==> src/rtl/slcfp_pkg.sv <==
// Types and constants shared by the frame parser modules.
package slcfp_pkg;

  // Sync pair and framing overhead (two sync bytes, length, checksum).
  localparam logic [7:0] SYNC_FIRST     = 8'h55;
  localparam logic [7:0] SYNC_SECOND    = 8'hAA;
  localparam int unsigned FRAME_OVERHEAD = 4;

  // Frame status codes carried on the result channel.
  localparam logic [1:0] ST_GOOD     = 2'd0;
  localparam logic [1:0] ST_CHECKSUM = 2'd1;
  localparam logic [1:0] ST_OVERFLOW = 2'd2;

  // Largest payload length that the 6-bit length field can show.
  localparam logic [7:0] PLEN_SAT = 8'd63;

  // End-of-frame event from the receiver to the read-out sequencer.
  typedef struct packed {
    logic       valid;
    logic [1:0] status;
    logic [5:0] plen;
    logic [7:0] count;
  } end_evt_t;

endpackage

==> src/rtl/sync_length_checksum_frame_parser.sv <==
// Sync/length/checksum frame parser. While receiving, the parser takes one byte
// per clock cycle: it hunts for the sync pair 0x55 0xAA, captures the length L,
// writes the payload into the payload store and keeps a mod-256 running sum.
// A frame that passes its checksum is read back from the store at one result per
// cycle while the output is not stalled; the input is held off during read-out
// and until the last result has left the read stage. A checksum mismatch, an
// overflow beyond MAX_FRAME_LEN bytes, or an empty frame yields one status-only
// result with no read-out and holds the input off while that result sits in the
// read stage. A result waiting in the output register stops reception only while a
// second result waits behind it in the read stage. The store needs no clearing
// after reset.
module sync_length_checksum_frame_parser #(
  parameter int MAX_FRAME_LEN = 64
) (
  input  logic       clk,
  input  logic       rst_n,
  input  logic       in_valid,
  output logic       in_ready,
  input  logic [7:0] in_rx_byte,
  output logic       out_valid,
  input  logic       out_ready,
  output logic [7:0] out_payload_byte,
  output logic [5:0] out_byte_index,
  output logic       out_has_payload,
  output logic [1:0] out_frame_status,
  output logic [5:0] out_payload_length,
  output logic       out_last
);

  localparam int POS_W  = $clog2(MAX_FRAME_LEN + 1);
  localparam int DEPTH  = MAX_FRAME_LEN - 3;
  localparam int ADDR_W = $clog2(DEPTH);

  logic                take;
  logic                accept_ok;
  logic                wr_en;
  logic [ADDR_W-1:0]   wr_addr;
  logic [7:0]          wr_data;
  logic                rd_en;
  logic [ADDR_W-1:0]   rd_addr;
  logic [7:0]          rd_data;
  slcfp_pkg::end_evt_t frame_end;

  // Reception pauses while a verified payload is read back or a result waits in the read stage.
  assign in_ready = accept_ok;
  assign take     = in_valid && in_ready;

  slcfp_rx #(
    .MAX_FRAME_LEN (MAX_FRAME_LEN),
    .POS_W         (POS_W),
    .ADDR_W        (ADDR_W)
  ) u_rx (
    .clk       (clk),
    .rst_n     (rst_n),
    .take      (take),
    .rx_byte   (in_rx_byte),
    .wr_en     (wr_en),
    .wr_addr   (wr_addr),
    .wr_data   (wr_data),
    .frame_end (frame_end)
  );

  slcfp_ram #(
    .DEPTH  (DEPTH),
    .ADDR_W (ADDR_W)
  ) u_ram (
    .clk     (clk),
    .wr_en   (wr_en),
    .wr_addr (wr_addr),
    .wr_data (wr_data),
    .rd_en   (rd_en),
    .rd_addr (rd_addr),
    .rd_data (rd_data)
  );

  slcfp_emit #(
    .ADDR_W (ADDR_W)
  ) u_emit (
    .clk                (clk),
    .rst_n              (rst_n),
    .frame_end          (frame_end),
    .accept_ok          (accept_ok),
    .rd_en              (rd_en),
    .rd_addr            (rd_addr),
    .rd_data            (rd_data),
    .out_valid          (out_valid),
    .out_ready          (out_ready),
    .out_payload_byte   (out_payload_byte),
    .out_byte_index     (out_byte_index),
    .out_has_payload    (out_has_payload),
    .out_frame_status   (out_frame_status),
    .out_payload_length (out_payload_length),
    .out_last           (out_last)
  );

endmodule

==> src/rtl/slcfp_ram.sv <==
// Payload store with one write port and a registered read port.
module slcfp_ram #(
  parameter int DEPTH  = 61,
  parameter int ADDR_W = 6
) (
  input  logic              clk,
  input  logic              wr_en,
  input  logic [ADDR_W-1:0] wr_addr,
  input  logic [7:0]        wr_data,
  input  logic              rd_en,
  input  logic [ADDR_W-1:0] rd_addr,
  output logic [7:0]        rd_data
);

  logic [7:0] mem [DEPTH];
  logic [7:0] rd_data_r;

  // Write port; entries have no reset and are always written before read.
  always_ff @(posedge clk) begin
    if (wr_en) begin
      mem[wr_addr] <= wr_data;
    end
  end

  // Read data holds its value until the next read is enabled.
  always_ff @(posedge clk) begin
    if (rd_en) begin
      rd_data_r <= mem[rd_addr];
    end
  end

  assign rd_data = rd_data_r;

endmodule

==> src/rtl/slcfp_rx.sv <==
// Receive side: sync hunt, length capture, running checksum and payload writes.
module slcfp_rx #(
  parameter int MAX_FRAME_LEN = 64,
  parameter int POS_W         = 7,
  parameter int ADDR_W        = 6
) (
  input  logic                 clk,
  input  logic                 rst_n,
  input  logic                 take,
  input  logic [7:0]           rx_byte,
  output logic                 wr_en,
  output logic [ADDR_W-1:0]    wr_addr,
  output logic [7:0]           wr_data,
  output slcfp_pkg::end_evt_t  frame_end
);

  localparam int CMP_W = (POS_W > 9) ? POS_W + 1 : 10;
  localparam logic [POS_W-1:0] POS_HUNT   = POS_W'(0);
  localparam logic [POS_W-1:0] POS_SYNC2  = POS_W'(1);
  localparam logic [POS_W-1:0] POS_LENGTH = POS_W'(2);
  localparam logic [POS_W-1:0] POS_LIMIT  = POS_W'(MAX_FRAME_LEN);
  localparam logic [POS_W-1:0] HDR_BYTES  = POS_W'(3);

  logic [POS_W-1:0] pos_r, pos_nxt;
  logic [7:0]       len_r, len_nxt;
  logic [7:0]       sum_r, sum_nxt;
  logic [POS_W-1:0] slot;
  logic             is_cksum;

  // Payload slot of the current byte and detection of the checksum byte.
  assign slot     = pos_r - HDR_BYTES;
  assign is_cksum = (CMP_W'(pos_r) + CMP_W'(1)) ==
                    (CMP_W'(len_r) + CMP_W'(slcfp_pkg::FRAME_OVERHEAD));

  // Next-state logic for one accepted byte.
  always_comb begin
    pos_nxt   = pos_r;
    len_nxt   = len_r;
    sum_nxt   = sum_r;
    wr_en     = 1'b0;
    wr_addr   = slot[ADDR_W-1:0];
    wr_data   = rx_byte;
    frame_end = '0;
    if (take) begin
      if (pos_r == POS_HUNT) begin
        if (rx_byte == slcfp_pkg::SYNC_FIRST) begin
          sum_nxt = rx_byte;
          pos_nxt = POS_SYNC2;
        end
      end else if (pos_r == POS_SYNC2) begin
        if (rx_byte == slcfp_pkg::SYNC_SECOND) begin
          sum_nxt = sum_r + rx_byte;
          pos_nxt = POS_LENGTH;
        end else begin
          pos_nxt = POS_HUNT;
        end
      end else if (pos_r == POS_LENGTH) begin
        len_nxt = rx_byte;
        sum_nxt = sum_r + rx_byte;
        pos_nxt = HDR_BYTES;
      end else if (pos_r >= POS_LIMIT) begin
        // Frame has outgrown the maximum size: drop it and report.
        pos_nxt          = POS_HUNT;
        frame_end.valid  = 1'b1;
        frame_end.status = slcfp_pkg::ST_OVERFLOW;
        frame_end.plen   = (len_r > slcfp_pkg::PLEN_SAT) ? 6'd63 : len_r[5:0];
        frame_end.count  = len_r;
      end else if (is_cksum) begin
        pos_nxt          = POS_HUNT;
        frame_end.valid  = 1'b1;
        frame_end.status = (rx_byte == sum_r) ? slcfp_pkg::ST_GOOD
                                              : slcfp_pkg::ST_CHECKSUM;
        frame_end.plen   = len_r[5:0];
        frame_end.count  = len_r;
      end else begin
        wr_en   = 1'b1;
        sum_nxt = sum_r + rx_byte;
        pos_nxt = pos_r + POS_W'(1);
      end
    end
  end

  // Frame position, length and running sum registers.
  always_ff @(posedge clk) begin
    if (!rst_n) begin
      pos_r <= POS_HUNT;
      len_r <= 8'd0;
      sum_r <= 8'd0;
    end else begin
      pos_r <= pos_nxt;
      len_r <= len_nxt;
      sum_r <= sum_nxt;
    end
  end

endmodule

==> src/rtl/slcfp_emit.sv <==
// Read-out sequencer: memory read stage and output register of the result channel.
module slcfp_emit #(
  parameter int ADDR_W = 6
) (
  input  logic                clk,
  input  logic                rst_n,
  input  slcfp_pkg::end_evt_t frame_end,
  output logic                accept_ok,
  output logic                rd_en,
  output logic [ADDR_W-1:0]   rd_addr,
  input  logic [7:0]          rd_data,
  output logic                out_valid,
  input  logic                out_ready,
  output logic [7:0]          out_payload_byte,
  output logic [5:0]          out_byte_index,
  output logic                out_has_payload,
  output logic [1:0]          out_frame_status,
  output logic [5:0]          out_payload_length,
  output logic                out_last
);

  // Read-out control.
  logic       busy_r, busy_nxt;
  logic [7:0] rd_idx_r, rd_idx_nxt;
  logic [7:0] cnt_r, cnt_nxt;

  // Read stage (data sits in the memory's read register).
  logic       s1_v_r, s1_v_nxt;
  logic       s1_has_r, s1_has_nxt;
  logic [1:0] s1_status_r, s1_status_nxt;
  logic [5:0] s1_idx_r, s1_idx_nxt;
  logic [5:0] s1_len_r, s1_len_nxt;
  logic       s1_last_r, s1_last_nxt;

  // Output register.
  logic       out_v_r;
  logic [7:0] out_byte_r;
  logic [5:0] out_idx_r;
  logic       out_has_r;
  logic [1:0] out_status_r;
  logic [5:0] out_len_r;
  logic       out_last_r;

  logic out_load;
  logic s1_free;
  logic rd_last;

  assign out_load  = !out_v_r || out_ready;
  assign s1_free   = !s1_v_r || out_load;
  assign rd_en     = busy_r && s1_free;
  assign rd_addr   = rd_idx_r[ADDR_W-1:0];
  assign rd_last   = ({1'b0, rd_idx_r} + 9'd1) == {1'b0, cnt_r};
  assign accept_ok = !busy_r && !s1_v_r;

  // Sequencing of reads and loading of the read stage.
  always_comb begin
    busy_nxt      = busy_r;
    rd_idx_nxt    = rd_idx_r;
    cnt_nxt       = cnt_r;
    s1_v_nxt      = s1_v_r && !out_load;
    s1_has_nxt    = s1_has_r;
    s1_status_nxt = s1_status_r;
    s1_idx_nxt    = s1_idx_r;
    s1_len_nxt    = s1_len_r;
    s1_last_nxt   = s1_last_r;
    if (rd_en) begin
      s1_v_nxt      = 1'b1;
      s1_has_nxt    = 1'b1;
      s1_status_nxt = slcfp_pkg::ST_GOOD;
      s1_idx_nxt    = rd_idx_r[5:0];
      s1_len_nxt    = cnt_r[5:0];
      s1_last_nxt   = rd_last;
      rd_idx_nxt    = rd_idx_r + 8'd1;
      if (rd_last) begin
        busy_nxt = 1'b0;
      end
    end else if (frame_end.valid) begin
      if (frame_end.status == slcfp_pkg::ST_GOOD && frame_end.count != 8'd0) begin
        // Verified frame with payload: start reading the store.
        busy_nxt   = 1'b1;
        rd_idx_nxt = 8'd0;
        cnt_nxt    = frame_end.count;
      end else begin
        // Status-only result.
        s1_v_nxt      = 1'b1;
        s1_has_nxt    = 1'b0;
        s1_status_nxt = frame_end.status;
        s1_idx_nxt    = 6'd0;
        s1_len_nxt    = frame_end.plen;
        s1_last_nxt   = 1'b1;
      end
    end
  end

  // Control registers.
  always_ff @(posedge clk) begin
    if (!rst_n) begin
      busy_r  <= 1'b0;
      s1_v_r  <= 1'b0;
      out_v_r <= 1'b0;
    end else begin
      busy_r <= busy_nxt;
      s1_v_r <= s1_v_nxt;
      if (out_load) begin
        out_v_r <= s1_v_r;
      end
    end
  end

  // Payload registers of the sequencer, read stage and output.
  always_ff @(posedge clk) begin
    rd_idx_r    <= rd_idx_nxt;
    cnt_r       <= cnt_nxt;
    s1_has_r    <= s1_has_nxt;
    s1_status_r <= s1_status_nxt;
    s1_idx_r    <= s1_idx_nxt;
    s1_len_r    <= s1_len_nxt;
    s1_last_r   <= s1_last_nxt;
    if (out_load) begin
      out_byte_r   <= s1_has_r ? rd_data : 8'd0;
      out_idx_r    <= s1_idx_r;
      out_has_r    <= s1_has_r;
      out_status_r <= s1_status_r;
      out_len_r    <= s1_len_r;
      out_last_r   <= s1_last_r;
    end
  end

  assign out_valid          = out_v_r;
  assign out_payload_byte   = out_byte_r;
  assign out_byte_index     = out_idx_r;
  assign out_has_payload    = out_has_r;
  assign out_frame_status   = out_status_r;
  assign out_payload_length = out_len_r;
  assign out_last           = out_last_r;

endmodule

==> config.mk <==
export PLATFORM = sky130hd
export DESIGN_NAME = sync_length_checksum_frame_parser
export DESIGN_NICKNAME = d
export VERILOG_FILES = /design/src/rtl/slcfp_pkg.sv /design/src/rtl/sync_length_checksum_frame_parser.sv /design/src/rtl/slcfp_ram.sv /design/src/rtl/slcfp_rx.sv /design/src/rtl/slcfp_emit.sv
export SDC_FILE = /design/constraint.sdc
export NUM_CORES = 1
export LEC_CHECK = 0
export BUFFER_PORTS_ARGS = -buffer_cell sky130_fd_sc_hd__buf_4
export CAP_MARGIN = 10
export CORE_MARGIN = 1.5
export CORE_UTILIZATION = 45
export DETAILED_ROUTE_END_ITERATION = 10
export GPL_TIMING_DRIVEN = 1
export PLACE_DENSITY = 0.63
export SYNTH_ARGS = -nofsm -noshare
export SYNTH_HDL_FRONTEND = slang
export SYNTH_SLANG_ARGS = --single-unit
==> constraint.sdc <==
create_clock -name clk -period 3 [get_ports clk]
set_input_delay 0.75 -clock clk [delete_from_list [all_inputs] [get_ports clk]]
set_output_delay 0.75 -clock clk [all_outputs]
set_load 0.02 [all_outputs]
==> results.yml <==
global_routing:
  grt_pass1_vias: 12300
  grtUsageTotal_pct: 20.7
  antenna_found_initial: 2
  overflow: 0
  grt_start_max_net_pins: 64
  grt_pass1_wl_mm: 80.7
layout:
  syn2layout_area_growth_pct: 16.8
  seqCellArea_sq_um: 17100
  final_nets: 1461
  drive_above_1_share_pct: 29.4
  n_fill_cell: 3982
  diodes: 0
  multi_input_area_sq_um: 6070
clock_network:
  h-tree-depth: 2
  cts_tree: "yes"
  clockBufferDepth: 3
  cts_sinks: 578
  cts_hold_buf: 0
  ctsRootBufferMaster: "clkbuf_16"
  clock_latency_ns: 0.61
  cts.clk_slew.worst_paths_ns: 0.06
  numCtsBuffers: 58
setup_path:
  ff2ff_path_depth: 9
  cp_max_fo: 8
  cp-end-kind: "flop"
  worstSetupPathType: "reg -> reg"
  reg2reg_from: "u_rx.pos_r[0]"
  r2r_slack_ns: 0.17
  r2r-end: "u_ram.mem[13][3]"
  cp.required_ns: 3.31
  arrival_ns: 3.14
  critPathLaunchType: "flop"
synthesis:
  netlist_top_cells_area: "edfxtp_1 (70%), mux4_2 (14%), dfxtp_1 (2.5%), nor2_1 (1.6%), a211oi_1 (0.90%)"
  syn_inst: 1259
  ys_types: 63
  ys_seq_area_share_pct: 72.8
  synth_edf_count: 549
  netlist_area_sq_um: 23500
  synth-async-reset-ratio_pct: 0
  synth.top_cell.area_share_pct: 70.3
  synth_top_area_cell: "edfxtp_1"
  yosysWarnings: 0
  syn_nets: 1285
  avgSynthCellArea_sq_um: 18.6
  ys.flop_type: "edfxtp_1"
  ys_seq_elements: 578
timing:
  finalCriticalPeriod_ns: 2.83
  slew_headroom_pct: 20.8
  hold_violations: 0
  post-route-period-util_pct: 94.4
  worstMarginPinSlew_ns: 1.18
  max_freq_mhz: 353
  final.setup_skew_ns: 0.0209
  layout_setup_ws_ns: 0.169
  drv_slew: 0
  setup_tns_ns: 0
  finalSetupViolCount: 0
  rsz0062_at_grt: "no"
status:
  status: "finished, final reports clean"
power:
  peakVddDrop_uv: 449
  power_density_nw_per_um2: 588
  leakagePower_nw: 9.20
floorplanning:
  rows: 83
  dieArea_sq_um: 53500
  start_util_pct: 45.6
  ios: 38
  die_y_um: 231
  chipWidth_um: 231
  coreArea_sq_um: 51400
route:
  vias: 12100
  vias_per_cell: 5.62
  final_antenna_net_count: 0
  drt-initial-drc-count: 1196
  first_pass_iters: 5
  drc: 0
  wl_per_cell_um: 25.1
  wl_mm: 54.2
place:
  hpwl_mm: 34.5
  gp_congestion: 0.846
  portBuffers: 37
  place_ws_ns: 0.0651
hold_path:
  hp-start: "u_emit.s1_len_r[5]"
  hold_class: "reg -> reg"
  hold_end: "u_emit.out_payload_length[5]"
  whs_path_depth: 0
run:
  cap_viol_max_count: 0
-- cell usage after synthesis (all sizes together), types with 2 or more instances --
cell and n:
nor3b 3, o21ai 16, and3 9, mux2i 9, or2 2, inv 11
nand4 2, dfxtp 29, xnor2 16, nor4 9, nand3 31, xor2 19
a21oi 36, and2 18, a21o 2, buf 40, edfxtp 549, o22ai 4
nand2 57, a311oi 3, nor2 105, nor3 11, ha 13, o21a 6
a211oi 28, clkbuf 26, a21boi 3, nor2b 24, nand2b 3, or3 8
mux4 144, a31oi 8
-- placed cells by master, fill, tap and decap left out, types with 3 or more instances in the layout --
cell	synthesis	final
edfxtp_1	549	549
buf_4	5	171
mux4_2	144	144
nor2_1	103	102
clkbuf_16	0	59
nand2_1	56	56
a21oi_1	35	35
dfxtp_1	29	28
a211oi_1	28	27
nand3_1	27	25
nor2b_1	24	23
and2_1	18	18
xor2_1	18	18
xnor2_1	16	16
o21ai_0	14	14
clkinv_2	0	13
ha_1	13	12
clkinv_1	1	11
clkbuf_1	26	11
buf_12	0	11
inv_1	10	10
nor3_1	10	10
mux2i_1	9	9
and3_1	9	9
or3_1	8	8
nor4_1	7	7
a31oi_1	7	7
o21a_1	6	6
bufinv_16	0	6
nand3_2	4	4
o22ai_1	4	4
nand2b_1	3	3
nor3b_1	3	3
a21boi_0	3	3
a311oi_1	3	3
-- state kept, by name, indices dropped and copies added (netlist names), 2 cells and up --
signal,count
u_emit.s1_status_r,2
u_ram.mem,488
u_ram.rd_data,8
u_emit.out_payload_length,6
u_rx.pos_r,7
u_emit.out_frame_status,2
u_rx.sum_r,8
u_emit.out_payload_byte,8
u_rx.len_r,8
u_emit.s1_idx_r,6
u_emit.cnt_r,8
u_emit.out_byte_index,6
u_emit.rd_idx_r,8
u_emit.s1_len_r,6
-- where the power goes --
part / internal, mW / switching (mW) / leakage, nW
Sequential: 8.81 / 0.000481 / 5.22
Combinational: 0.0354 / 0.170 / 3.07
Clock: 4.10 / 2.99 / 0.909
Total: 12.9 / 3.16 / 9.20
-- area by class of cell --
| type | count | share of cell area (%) |
|---|---|---|
| Inverter | 12 | 0.164 |
| Clock buffer | 70 | 5.54 |
| Sequential cell | 578 | 62.3 |
| Clock inverter | 35 | 1.22 |
| Tap cell | 680 | 3.11 |
| Multi-Input combinational cell | 603 | 22.2 |
| Timing Repair Buffer | 182 | 5.49 |
-- worst max-delay path: stages (launching register included) --
cell and delay, ns:
dfxtp_1 0.34, buf_4 0.17, ha_1 0.24, o211a_1 0.27
or3_1 0.50, nor2b_2 0.29, nand3_1 0.15, buf_4 0.20
nor2_1 0.16, buf_4 0.22
-- metal layers --
metal / share of wire [%] / GRT usage, % / vias to the layer above
li1: - / - / 5406
met1: 42 / 28.3 / 6290
met2: 49 / 34.0 / 363
met3: 6.2 / 4.16 / 75
met4: 2.3 / 6.05 / 2
met5: 0.017 / 0 / -
-- per-stage QoR --
step	cells	util (%)	hold WS (ns)	total power, mW	instance area (sq um)
global route	2160	53.3	0.423	16.6	27400
floorplan	1259	-	0.400	9.01	23500
global placement	2053	49.6	0.407	9.18	25500
CTS	2158	53.2	0.416	16.2	27300
detailed placement	2053	49.6	0.405	9.19	25500
finish	2160	53.3	0.420	16.1	27400
-- worst max-delay path by stage --
stage                  startpoint                  to  depth (start not counted)
CTS                 u_rx.pos_r[1]    u_ram.mem[55][3]                          9
global placement    u_rx.pos_r[1]    u_ram.mem[51][5]                          9
detailed placement  u_rx.pos_r[1]    u_ram.mem[55][4]                          9
global route        u_rx.pos_r[1]    u_ram.mem[51][7]                         10
finish              u_rx.pos_r[0]    u_ram.mem[13][3]                          9
floorplan           u_rx.pos_r[0]  u_emit.rd_idx_r[0]                          9
-- kinds of logic after synthesis --
group | share of synthesized area, %
buf+inv | 1.49
mux | 14.2
fa+ha+maj | 0.779
simple gates | 6.16
xor+xnor | 1.44
compound gates | 3.15
flops | 72.8
-- repair_timing --
action,CTS,global route
gates resized for setup,0,9
setup buffers,0,2
endpoints found under the setup margin,0,386
No activity file was read; power rests on OpenSTA's default activity.
